`src/mavg_pkg.sv`:
```
`timescale 1ns / 1ps

package mavg_pkg;

  // Fixed field widths.
  localparam int SampleW = 16;
  localparam int WinW    = 7;

  // Default depth of the sample ring and the window length after reset.
  localparam int MaxWindowDef = 64;
  localparam int ResetWindow  = 16;

  // Depth of the sample queue between the input side and the ring.
  localparam int QueueDepth = 2;

  // Status of the ring stage, seen by the input side and the divider.
  typedef struct packed {
    logic sweep_busy;  // clearing or re-summing the ring
    logic job_valid;   // a new running total waits for the divider
  } ring_status_t;

endpackage

```
`src/moving_average_filter.sv`:
```
`timescale 1ns / 1ps
// Channel   Direction  Ports                         Content
// s_axis    in         s_axis_tvalid/tready/tdata    tdata[15:0] = sample (signed)
// m_axis    out        m_axis_tvalid/tready/tdata    tdata[15:0] = average (signed)
// cfg       in         cfg_we_i, cfg_wdata_i         window_length, 7 bits
//
// The serial divider yields one quotient bit per cycle and sets the rate; it takes
// a new total only after its last average has been taken on m_axis.
// After reset the ring is cleared entry by entry with s_axis_tready low.
// A window length write re-sums the first N entries, tready low.
// A two-beat sample queue keeps s_axis taking beats while a result waits on m_axis.

module moving_average_filter import mavg_pkg::*; #(
  parameter int MAX_WINDOW = MaxWindowDef
) (
  input  logic               clk_i,
  input  logic               rst_ni,
  input  logic               cfg_we_i,
  input  logic [WinW-1:0]    cfg_wdata_i,
  input  logic               s_axis_tvalid,
  output logic               s_axis_tready,
  input  logic [SampleW-1:0] s_axis_tdata,   // [15:0] sample
  output logic               m_axis_tvalid,
  input  logic               m_axis_tready,
  output logic [SampleW-1:0] m_axis_tdata    // [15:0] average
);

  localparam int AW = (MAX_WINDOW > 1) ? $clog2(MAX_WINDOW) : 1;
  localparam int TW = SampleW + AW;

  ring_status_t              ring_stat;
  logic                      q_valid;
  logic [SampleW-1:0]        q_data;
  logic                      q_pop;
  logic                      div_take;
  logic signed [TW-1:0]      total;
  logic [WinW-1:0]           win;

  mavg_front u_front (
    .clk_i         (clk_i),
    .rst_ni        (rst_ni),
    .s_axis_tvalid (s_axis_tvalid),
    .s_axis_tready (s_axis_tready),
    .s_axis_tdata  (s_axis_tdata),
    .hold_i        (ring_stat.sweep_busy),
    .pop_i         (q_pop),
    .valid_o       (q_valid),
    .data_o        (q_data)
  );

  mavg_ring #(
    .MAX_WINDOW (MAX_WINDOW)
  ) u_ring (
    .clk_i       (clk_i),
    .rst_ni      (rst_ni),
    .cfg_we_i    (cfg_we_i),
    .cfg_wdata_i (cfg_wdata_i),
    .smp_valid_i (q_valid),
    .smp_i       (q_data),
    .pop_o       (q_pop),
    .take_i      (div_take),
    .stat_o      (ring_stat),
    .total_o     (total),
    .win_o       (win)
  );

  mavg_div #(
    .TW (TW)
  ) u_div (
    .clk_i         (clk_i),
    .rst_ni        (rst_ni),
    .job_valid_i   (ring_stat.job_valid),
    .total_i       (total),
    .win_i         (win),
    .take_o        (div_take),
    .m_axis_tvalid (m_axis_tvalid),
    .m_axis_tready (m_axis_tready),
    .m_axis_tdata  (m_axis_tdata)
  );

endmodule

```
`src/mavg_front.sv`:
```
`timescale 1ns / 1ps

module mavg_front import mavg_pkg::*; (
  input  logic               clk_i,
  input  logic               rst_ni,
  input  logic               s_axis_tvalid,
  output logic               s_axis_tready,
  input  logic [SampleW-1:0] s_axis_tdata,   // [15:0] sample
  input  logic               hold_i,
  input  logic               pop_i,
  output logic               valid_o,
  output logic [SampleW-1:0] data_o
);

  localparam int PtrW = (QueueDepth > 1) ? $clog2(QueueDepth) : 1;

  logic [SampleW-1:0] slot_q [QueueDepth];
  logic [PtrW-1:0]    wr_q, wr_d, rd_q, rd_d;
  logic [PtrW:0]      cnt_q, cnt_d;
  logic               push;

  always_comb begin
    s_axis_tready = !hold_i && (cnt_q != (PtrW + 1)'(QueueDepth));
    push          = s_axis_tvalid && s_axis_tready;
    valid_o       = (cnt_q != '0);
    data_o        = slot_q[rd_q];

    wr_d  = wr_q;
    rd_d  = rd_q;
    cnt_d = cnt_q;
    if (push) begin
      wr_d = (wr_q == PtrW'(QueueDepth - 1)) ? '0 : wr_q + PtrW'(1);
    end
    if (pop_i) begin
      rd_d = (rd_q == PtrW'(QueueDepth - 1)) ? '0 : rd_q + PtrW'(1);
    end
    if (push && !pop_i) begin
      cnt_d = cnt_q + (PtrW + 1)'(1);
    end else if (pop_i && !push) begin
      cnt_d = cnt_q - (PtrW + 1)'(1);
    end
  end

  always_ff @(posedge clk_i or negedge rst_ni) begin
    if (!rst_ni) begin
      wr_q  <= '0;
      rd_q  <= '0;
      cnt_q <= '0;
    end else begin
      wr_q  <= wr_d;
      rd_q  <= rd_d;
      cnt_q <= cnt_d;
    end
  end

  always_ff @(posedge clk_i) begin
    if (push) begin
      slot_q[wr_q] <= s_axis_tdata;
    end
  end

  a_pop_nonempty: assert property (@(posedge clk_i) disable iff (!rst_ni)
    pop_i |-> (cnt_q != '0))
    else $error("sample queue popped while empty");

endmodule

```
`src/mavg_ring.sv`:
```
`timescale 1ns / 1ps

module mavg_ring import mavg_pkg::*; #(
  parameter  int MAX_WINDOW = MaxWindowDef,
  localparam int AW         = (MAX_WINDOW > 1) ? $clog2(MAX_WINDOW) : 1,
  localparam int TW         = SampleW + AW
) (
  input  logic                      clk_i,
  input  logic                      rst_ni,
  input  logic                      cfg_we_i,
  input  logic [WinW-1:0]           cfg_wdata_i,
  input  logic                      smp_valid_i,
  input  logic signed [SampleW-1:0] smp_i,
  output logic                      pop_o,
  input  logic                      take_i,
  output ring_status_t              stat_o,
  output logic signed [TW-1:0]      total_o,
  output logic [WinW-1:0]           win_o
);

  localparam int WinCap = (MAX_WINDOW < 127) ? MAX_WINDOW : 127;
  localparam int RstWin = (ResetWindow < WinCap) ? ResetWindow : WinCap;
  localparam int CW     = (AW + 1 > WinW) ? AW + 1 : WinW;

  typedef enum logic [2:0] {
    ST_CLEAR,
    ST_IDLE,
    ST_UPD,
    ST_SUM_RD,
    ST_SUM_ACC
  } state_e;

  state_e                     state_q, state_d;
  logic [WinW-1:0]            win_q, win_d, win_cl;
  logic [AW-1:0]              pos_q, pos_d, idx_q, idx_d;
  logic signed [TW-1:0]       tot_q, tot_d;
  logic signed [SampleW-1:0]  smp_q, smp_d;
  logic                       job_q, job_d;
  logic [CW-1:0]              pos_inc, idx_inc;

  logic signed [SampleW-1:0]  mem_q [MAX_WINDOW];
  logic signed [SampleW-1:0]  rdata_q;
  logic [AW-1:0]              raddr, waddr;
  logic signed [SampleW-1:0]  wdata;
  logic                       we;

  always_comb begin
    win_cl = cfg_wdata_i;
    if (cfg_wdata_i == '0) begin
      win_cl = WinW'(1);
    end else if (cfg_wdata_i > WinW'(WinCap)) begin
      win_cl = WinW'(WinCap);
    end

    pos_inc = CW'(pos_q) + CW'(1);
    idx_inc = CW'(idx_q) + CW'(1);

    state_d = state_q;
    win_d   = win_q;
    pos_d   = pos_q;
    idx_d   = idx_q;
    tot_d   = tot_q;
    smp_d   = smp_q;
    job_d   = job_q;
    raddr   = pos_q;
    waddr   = pos_q;
    wdata   = smp_q;
    we      = 1'b0;
    pop_o   = 1'b0;

    if (take_i) begin
      job_d = 1'b0;
    end

    unique case (state_q)
      ST_CLEAR: begin
        we    = 1'b1;
        waddr = idx_q;
        wdata = '0;
        if (idx_q == AW'(MAX_WINDOW - 1)) begin
          idx_d   = '0;
          state_d = ST_IDLE;
        end else begin
          idx_d = idx_q + AW'(1);
        end
      end
      ST_IDLE: begin
        // The old entry is read at the same edge that takes the sample.
        if (smp_valid_i && (!job_q || take_i)) begin
          pop_o   = 1'b1;
          smp_d   = smp_i;
          state_d = ST_UPD;
        end
      end
      ST_UPD: begin
        we      = 1'b1;
        tot_d   = tot_q + TW'(smp_q) - TW'(rdata_q);
        pos_d   = (pos_inc == CW'(win_q)) ? '0 : pos_inc[AW-1:0];
        job_d   = 1'b1;
        state_d = ST_IDLE;
      end
      ST_SUM_RD: begin
        raddr   = idx_q;
        state_d = ST_SUM_ACC;
      end
      ST_SUM_ACC: begin
        tot_d = tot_q + TW'(rdata_q);
        if (idx_inc == CW'(win_q)) begin
          idx_d   = '0;
          state_d = ST_IDLE;
        end else begin
          idx_d   = idx_inc[AW-1:0];
          state_d = ST_SUM_RD;
        end
      end
      default: begin
        state_d = ST_IDLE;
      end
    endcase

    // A new window length restarts the ring at entry zero and re-forms the
    // total; while clearing, every entry is zero and the total stays zero.
    if (cfg_we_i) begin
      win_d = win_cl;
      pos_d = '0;
      if (state_q != ST_CLEAR) begin
        tot_d   = '0;
        idx_d   = '0;
        state_d = ST_SUM_RD;
      end
    end
  end

  always_ff @(posedge clk_i or negedge rst_ni) begin
    if (!rst_ni) begin
      state_q <= ST_CLEAR;
      win_q   <= WinW'(RstWin);
      pos_q   <= '0;
      idx_q   <= '0;
      tot_q   <= '0;
      job_q   <= 1'b0;
    end else begin
      state_q <= state_d;
      win_q   <= win_d;
      pos_q   <= pos_d;
      idx_q   <= idx_d;
      tot_q   <= tot_d;
      job_q   <= job_d;
    end
  end

  always_ff @(posedge clk_i) begin
    smp_q <= smp_d;
  end

  always_ff @(posedge clk_i) begin
    if (we) begin
      mem_q[waddr] <= wdata;
    end
    rdata_q <= mem_q[raddr];
  end

  always_comb begin
    stat_o.sweep_busy = (state_q == ST_CLEAR) || (state_q == ST_SUM_RD) ||
                        (state_q == ST_SUM_ACC);
    stat_o.job_valid  = job_q;
    total_o           = tot_q;
    win_o             = win_q;
  end

  a_pos_in_window: assert property (@(posedge clk_i) disable iff (!rst_ni)
    CW'(pos_q) < CW'(win_q))
    else $error("write position outside the window");

  a_win_range: assert property (@(posedge clk_i) disable iff (!rst_ni)
    (win_q != '0) && (win_q <= WinW'(WinCap)))
    else $error("window length out of range");

endmodule

```
`src/mavg_div.sv`:
```
`timescale 1ns / 1ps

module mavg_div import mavg_pkg::*; #(
  parameter int TW = SampleW + $clog2(MaxWindowDef)
) (
  input  logic                 clk_i,
  input  logic                 rst_ni,
  input  logic                 job_valid_i,
  input  logic signed [TW-1:0] total_i,
  input  logic [WinW-1:0]      win_i,
  output logic                 take_o,
  output logic                 m_axis_tvalid,
  input  logic                 m_axis_tready,
  output logic [SampleW-1:0]   m_axis_tdata   // [15:0] average
);

  localparam int CntW = $clog2(TW);

  typedef enum logic [1:0] {
    ST_IDLE,
    ST_RUN,
    ST_DONE
  } state_e;

  state_e             state_q;
  logic [CntW-1:0]    cnt_q;
  logic [TW-1:0]      mag_q;
  logic [WinW:0]      rem_q;
  logic [WinW-1:0]    dvs_q;
  logic               neg_q;
  logic [SampleW-1:0] res_q;

  logic [TW-1:0]      abs_tot;
  logic [WinW:0]      rem_sh, rem_nx;
  logic               ge;
  logic [TW-1:0]      quo_nx;

  // Restoring division of the magnitude, one quotient bit per cycle. The
  // quotient bits shift into the magnitude register from the bottom.
  always_comb begin
    abs_tot = total_i[TW-1] ? (~total_i + TW'(1)) : total_i;
    rem_sh  = {rem_q[WinW-1:0], mag_q[TW-1]};
    ge      = (rem_sh >= {1'b0, dvs_q});
    rem_nx  = ge ? (rem_sh - {1'b0, dvs_q}) : rem_sh;
    quo_nx  = {mag_q[TW-2:0], ge};
    take_o  = (state_q == ST_IDLE) && job_valid_i;
  end

  always_ff @(posedge clk_i or negedge rst_ni) begin
    if (!rst_ni) begin
      state_q <= ST_IDLE;
      cnt_q   <= '0;
      mag_q   <= '0;
      rem_q   <= '0;
      dvs_q   <= WinW'(1);
      neg_q   <= 1'b0;
      res_q   <= '0;
    end else begin
      unique case (state_q)
        ST_IDLE: begin
          if (job_valid_i) begin
            mag_q   <= abs_tot;
            neg_q   <= total_i[TW-1];
            dvs_q   <= win_i;
            rem_q   <= '0;
            cnt_q   <= '0;
            state_q <= ST_RUN;
          end
        end
        ST_RUN: begin
          mag_q <= quo_nx;
          rem_q <= rem_nx;
          cnt_q <= cnt_q + CntW'(1);
          if (cnt_q == CntW'(TW - 1)) begin
            res_q   <= neg_q ? -quo_nx[SampleW-1:0] : quo_nx[SampleW-1:0];
            state_q <= ST_DONE;
          end
        end
        ST_DONE: begin
          if (m_axis_tready) begin
            state_q <= ST_IDLE;
          end
        end
        default: begin
          state_q <= ST_IDLE;
        end
      endcase
    end
  end

  assign m_axis_tvalid = (state_q == ST_DONE);
  assign m_axis_tdata  = res_q;

  a_rem_below_divisor: assert property (@(posedge clk_i) disable iff (!rst_ni)
    (state_q == ST_RUN) |-> (rem_q < {1'b0, dvs_q}))
    else $error("partial remainder not below divisor");

  a_gap_after_beat: assert property (@(posedge clk_i) disable iff (!rst_ni)
    (m_axis_tvalid && m_axis_tready) |=> !m_axis_tvalid)
    else $error("result presented again right after delivery");

endmodule

```
`config.mk`:
```
export PLATFORM = sky130hd
export DESIGN_NAME = moving_average_filter
export DESIGN_NICKNAME = d
export VERILOG_FILES = /design/src/mavg_pkg.sv /design/src/moving_average_filter.sv /design/src/mavg_front.sv /design/src/mavg_ring.sv /design/src/mavg_div.sv
export SDC_FILE = /design/constraint.sdc
export NUM_CORES = 2
export LEC_CHECK = 0
export CORE_ASPECT_RATIO = 0.7
export CORE_MARGIN = 3
export CORE_UTILIZATION = 55
export DETAILED_ROUTE_END_ITERATION = 7
export DONT_BUFFER_PORTS = 1
export HOLD_SLACK_MARGIN = 0.15
export PLACE_DENSITY_LB_ADDON = 0.1
export SLEW_MARGIN = 20
export SYNTH_ARGS = -nofsm -noshare
export SYNTH_HDL_FRONTEND = slang
export SYNTH_HIERARCHICAL = 1
export SYNTH_SLANG_ARGS = --single-unit
```
`constraint.sdc`:
```
create_clock -name clk_i -period 4 [get_ports clk_i]
set_input_delay 0.8 -clock clk_i [delete_from_list [all_inputs] [get_ports clk_i]]
set_output_delay 0.8 -clock clk_i [all_outputs]
set_load 0.01 [all_outputs]
```
### Word level (Yosys, flattened, before mapping)

Memories as Yosys holds them, arrays and structs flattened. A register that Yosys moved wholly into a read port is not among the register bits.
Cells that the tools add are included.

* flip-flop bits (word level): 109
* RAM bits: 1056
* input bits: 28
* output and inout port bits: 18
* logic and storage cells: 125
* memories kept: 2

* add/sub/neg operators: 14
* magnitude comparators: 2
* eq/ne operators: 14
* muxes and demuxes: 48
* bitwise gates (word level): 1
* reduce and logical (&&, ||, !) cells: 28

Memory list
* u_ring.mem_q: words 64, width 16, read ports 1, clocked after Yosys merged registers in 1, write ports 1, line mavg_ring.sv:41 `logic signed [SampleW-1:0] mem_q [MAX_WINDOW];`
* u_front.slot_q: words 2, width 16, read ports 1, clocked after Yosys merged registers in 1, write ports 1, line mavg_front.sv:17 `logic [SampleW-1:0] slot_q [QueueDepth];`

Operators with widths (count)
* two-way mux 22 bit: 4
* one-hot mux 22 bit (2 select lines): 2
* two-way mux 6 bit: 9
* adder 22 x 16 -> 22 bit: 2
* two-way mux 16 bit: 2
* two-way mux 7 bit: 4
* adder 22 x 2 -> 22 bit, second input constant: 1
* inverter 22 bit: 1
* subtractor 22 x 16 -> 22 bit: 1
* negator 16 bit: 1
* adder 6 x 1 -> 7 bit, second input constant: 2
* equality test 7 bit: 2
* one-hot mux 7 bit (2 select lines): 1
* two-way mux 2 bit: 6
* two-way mux 3 bit: 4
* one-hot mux 3 bit (4 select lines): 1
* one-hot mux 6 bit (2 select lines): 1
* two-way mux 1 bit: 11
* one-hot mux 5 bit (2 select lines): 1
* nonzero test 2 bit: 5
* >= comparator 8 x 7 -> 1 bit: 1
* AND reduction 2 bit: 4
* greater-than comparator 7 bit, second input constant: 1
* zero test 7 bit: 1
* other kinds (25): 39

### Longest topological paths before layout

* depth in word-level cells: 10
* gate-level depth with buffers: 14
* mapped depth without buffers: 14

### Hierarchy

Netlist, hierarchy kept.

By module, submodules not included
* mavg_ring: times used 1, cells an instance 3878, area each 47434.2 µm², sequential area each 32677.6 µm²
* mavg_div: times used 1, cells an instance 405, area each 3533.4 µm², sequential area each 1502.7 µm²
* mavg_front: times used 1, cells an instance 68, area each 1371.3 µm², sequential area each 1061.0 µm²

### Worst setup path before layout

Ideal clock, no wire load.

* path type: register -> register
* start: register u_ring.state_q[0]
* end: memory u_ring.mem_q[0][10], data pin
* setup time: 0.500 ns
* arrival: 3.205 ns
* data required time: 3.500 ns
* setup slack: 0.295 ns
* cell stages (with the launch flop): 9
* path buffers: 5
* period minus slack after synthesis: 3.705 ns
* cell sequence: dfrtp_1 > clkbuf_1 > or2_2 > clkbuf_1 > nor2_1 > clkbuf_1 > clkbuf_1 > clkbuf_1 > nor2_1

* longest elaborated chain between the ends: 2

Ends and longest elaborated chain
* start, declared: line mavg_ring.sv:33 `state_e state_q, state_d;`
* start signal, assigned: line mavg_ring.sv:143 `state_q <= state_d;`
* zero test 3 bit: line mavg_ring.sv:75 `unique case (state_q)`
* two-way mux 16 bit: line mavg_ring.sv:75
* via u_ring.wdata[10]: line mavg_ring.sv:44 `logic signed [SampleW-1:0] wdata;`
* end, declared: line mavg_ring.sv:41

The timed path passes the listed nets, and every way through them passes these cells.

### Worst setup path after layout

* start: register u_ring.state_q[1]
* end: register u_ring.rdata_q[1] (read register of u_ring.mem_q)

* longest elaborated chain between the ends: 2

Ends and longest elaborated chain
* equality test 3 x 2 -> 1 bit: line mavg_ring.sv:75
* two-way mux 6 bit: line mavg_ring.sv:75
* end, declared: line mavg_ring.sv:42 `logic signed [SampleW-1:0] rdata_q;`

No other way between the ends.
A chain may end at the register's enable or synchronous reset.

==> summary.txt <==
Status = finished, final reports clean
Starting Density = 56.15%
Synth Net Count = 4479
Final hold vios = 0
Final Critical Period = 3837 ps
NumNets Final = 4555
Gr usage total = 28.41%
Worst setup path class = flip-flop to flip-flop
Mapped cell area = 52340 sq um
Final Instance Area = 58600 sq um
Register area share after synthesis = 67.33%
Share of cells above drive strength 1 = 9.648%
Highest Clock Rate = 260.6 MHz
Die Y-Extent = 264.1 um
Largest net degree at the start of global routing = 110
TritonCTS clock tree = done
R2r startpoint = u_ring/state_q[1]$_DFF_PN0_
Syn avg cell area = 12.03 sq um
Routed vias = 35239
Routed vias/inst = 6.124
Clock Sinks = 1197
Routability Congestion = 0.8462
Area growth, synth to finish = 11.97%
Initial detailed-routing violation count = 4019
Final Power = 39.16 mW
Final wirelength = 141.8 mm
Maximum VDD drop = 0.4198 mV
Wire per inst = 24.65 um
DRC errors left = 0
R2R cell count = 11
Chip width = 374.7 um
Fillers = 7090
Rel. slew slack = 25.59%
Total CTS buffers = 109
Post-DP Area = 54870 sq um
Rows = 93
Initial antenna violation count = 6
Final Util = 62.87%
Worst Hold Depth = 1
Synth cell types = 77
Crit path max fanout = 34
Total die area = 98960 sq um
Worst Setup End Kind = flip-flop
Vias in the first global route = 32654
Startpoint Class = flip-flop
Synth Instances = 4351
Critical Path RT = 4660 ps
Top_reg_cell synth = edfxtp_1
Top-area cell type share of the netlist area = 61.50%
Multi-input gate area = 15600 sq um
First-pass GRT wire length = 211.8 mm
Num ports = 46
Commonest non-fill, non-tap cell in the layout = nand2_1
Worst skew pair latency = 720 ps
Port-buffer cells = 0
Final period util = 95.93%
Post-CTS Setup Inserts = 0
Hold Path Sink = u_ring/win_o[5]$_DFFE_PN0P_
Router iterations before antenna repair = 7
Yosys reg bits = 1197
Post-synth ARST share = 9.106%
Min-delay src = cfg_we_i
Hold Path Class = input pin to flip-flop
Dominant cell type by area after synthesis = edfxtp_1
Pwr dens = 668.2 nW/um^2
Clk slew on worst S/H paths = 70 ps
H-tree depth = 3
Worst slew pin tran = 1113 ps
Clock Path Buffers = 3
Post-synth EDFFs = 1072
Final setup violation count = 0
Post-Route Skew = 35.75 ps
Setup WS pre-CTS = 202.5 ps
Worst path setup slack after routing = 162.8 ps
R2R Setup Slk = 160 ps
Remaining antenna violation count after routing = 0
Most frequent cells in the layout = nand2_1, edfxtp_1, nand3_1
Detail Placement HPWL = 86.57 mm
Ranking of synthesized cells by area = edfxtp_1, nand2_1, dfrtp_1
MaxCap Viol Count = 0
Leakage = 21.24 nW
Total grt overflow = 0
Core Area = 93210 sq um
Non-filler instance count after layout = 5754
Syn. warnings = 6
Final Max Tran Viols = 0
Worst hold slack = 208.4 ps
Placed cell count = 5530
R2r endpoint = u_ring/rdata_q[1]$_DFF_P_
Unrepaired setup endpoints after global routing = no
Critical path arrival = 4500 ps
FF+latch area = 35240 sq um
Root buffer cell = clkbuf_16
Final setup TNS = 0 ps
Diode count = 0
critical path, stage by stage (launching register included):
cell	delay, ps
dfrtp_1	480
nand3b_1	130
buf_4	220
mux2_8	470
buf_12	240
buf_4	390
nand2_1	100
and3_1	180
a311oi_1	390
a311oi_1	90
a211oi_1	820
or4_1	200
worst max-delay path by stage:
stage	from	end	slack [ps]	depth (start not counted)
finish	u_ring/state_q[1]$_DFF_PN0_	u_ring/rdata_q[1]$_DFF_P_	160	11
global route	u_ring/total_o[9]$_DFF_PN0_	u_ring/total_o[20]$_DFF_PN0_	120	12
CTS	u_ring/state_q[1]$_DFF_PN0_	u_ring/rdata_q[12]$_DFF_P_	190	11
detailed placement	u_ring/state_q[1]$_DFF_PN0_	u_ring/rdata_q[12]$_DFF_P_	200	11
global placement	u_ring/state_q[1]$_DFF_PN0_	u_ring/rdata_q[8]$_DFF_P_	-40	11
floorplan	u_ring/state_q[0]$_DFF_PN0_	u_ring/mem_q[0][10]$_DFFE_PP_	290	8
sequential cells by signal, indices dropped and copies added, names as in the netlist, 2 cells and up:
register / cells
u_div/dvs_q: 7
u_ring/state_q: 3
u_front/cnt_q: 2
u_ring/mem_q: 1024
u_div/state_q: 2
u_div/m_axis_tdata: 16
u_div/mag_q: 22
u_front/slot_q: 32
u_div/rem_q: 7
u_ring/rdata_q: 16
u_ring/pos_q: 6
u_ring/total_o: 22
u_ring/smp_q: 16
u_ring/win_o: 7
u_ring/idx_q: 6
u_div/cnt_q: 5
cell usage after synthesis, types with 9 or more instances:
cell type	instances
nand2_1	1133
edfxtp_1	1072
nand3_1	289
a311oi_1	196
clkbuf_1	171
nor2_1	166
inv_1	143
and3_1	139
dfrtp_1	107
o21ai_0	90
a31oi_1	82
a21oi_1	77
ha_1	77
a211oi_1	68
buf_2	62
xnor2_1	41
xor2_1	32
nor3_1	31
fa_1	23
a22oi_1	20
buf_1	20
or4_1	20
nor2b_1	19
mux2i_1	18
dfxtp_1	16
nand2b_1	16
a21o_1	15
nor3b_1	15
or3_1	14
buf_6	13
o21a_1	13
o22ai_1	11
mux2_2	10
a22o_1	9
mux2_1	9
layout make-up:
class,instances,area share (%)
Sequential cell,1197,60.14
Multi-Input combinational cell,2738,26.61
Clock buffer,142,5.005
Timing Repair Buffer,237,3.753
Tap cell,1235,2.637
Clock inverter,61,0.9330
Inverter,144,0.9223
power by group:
group | internal [mW] | total, mW | leakage [nW] | switching [mW]
registers | 15.5 | 16.3 | 11.2 | 0.804
logic | 4.19 | 12.6 | 8.32 | 8.41
clock network | 5.58 | 10.2 | 1.69 | 4.66
per-layer routing:
metal	routed length [um]	share of wire [%]	track usage, %	vias up
met5	0	0	0	-
met4	4007	2.8	7.993	0
met3	14410	10	6.655	192
met2	59790	42	39.98	1608
met1	63620	45	44.12	17421
li1	-	-	-	16018
logic make-up (layout without fill, tap and decap cells):
kind of cell,after synthesis,after routing,share of synthesized area [%]
flip-flops,1197,1197,67.33
XOR/XNOR,74,74,1.265
AO/OA/AOI/OAI,637,637,8.711
buffers and inverters,416,584,3.361
AND/OR/NAND/NOR,1889,1889,15.83
adder cells (fa/ha/maj),100,100,2.720
multiplexers,38,38,0.7817
repair_timing:
item | CTS | global route
endpoints found under the setup margin | 0 | 2
hold buffers | 21 | 0
hold endpoints to repair | 148 | 0
gates resized for setup | 0 | 2
(Power assumes the default switching activity.)
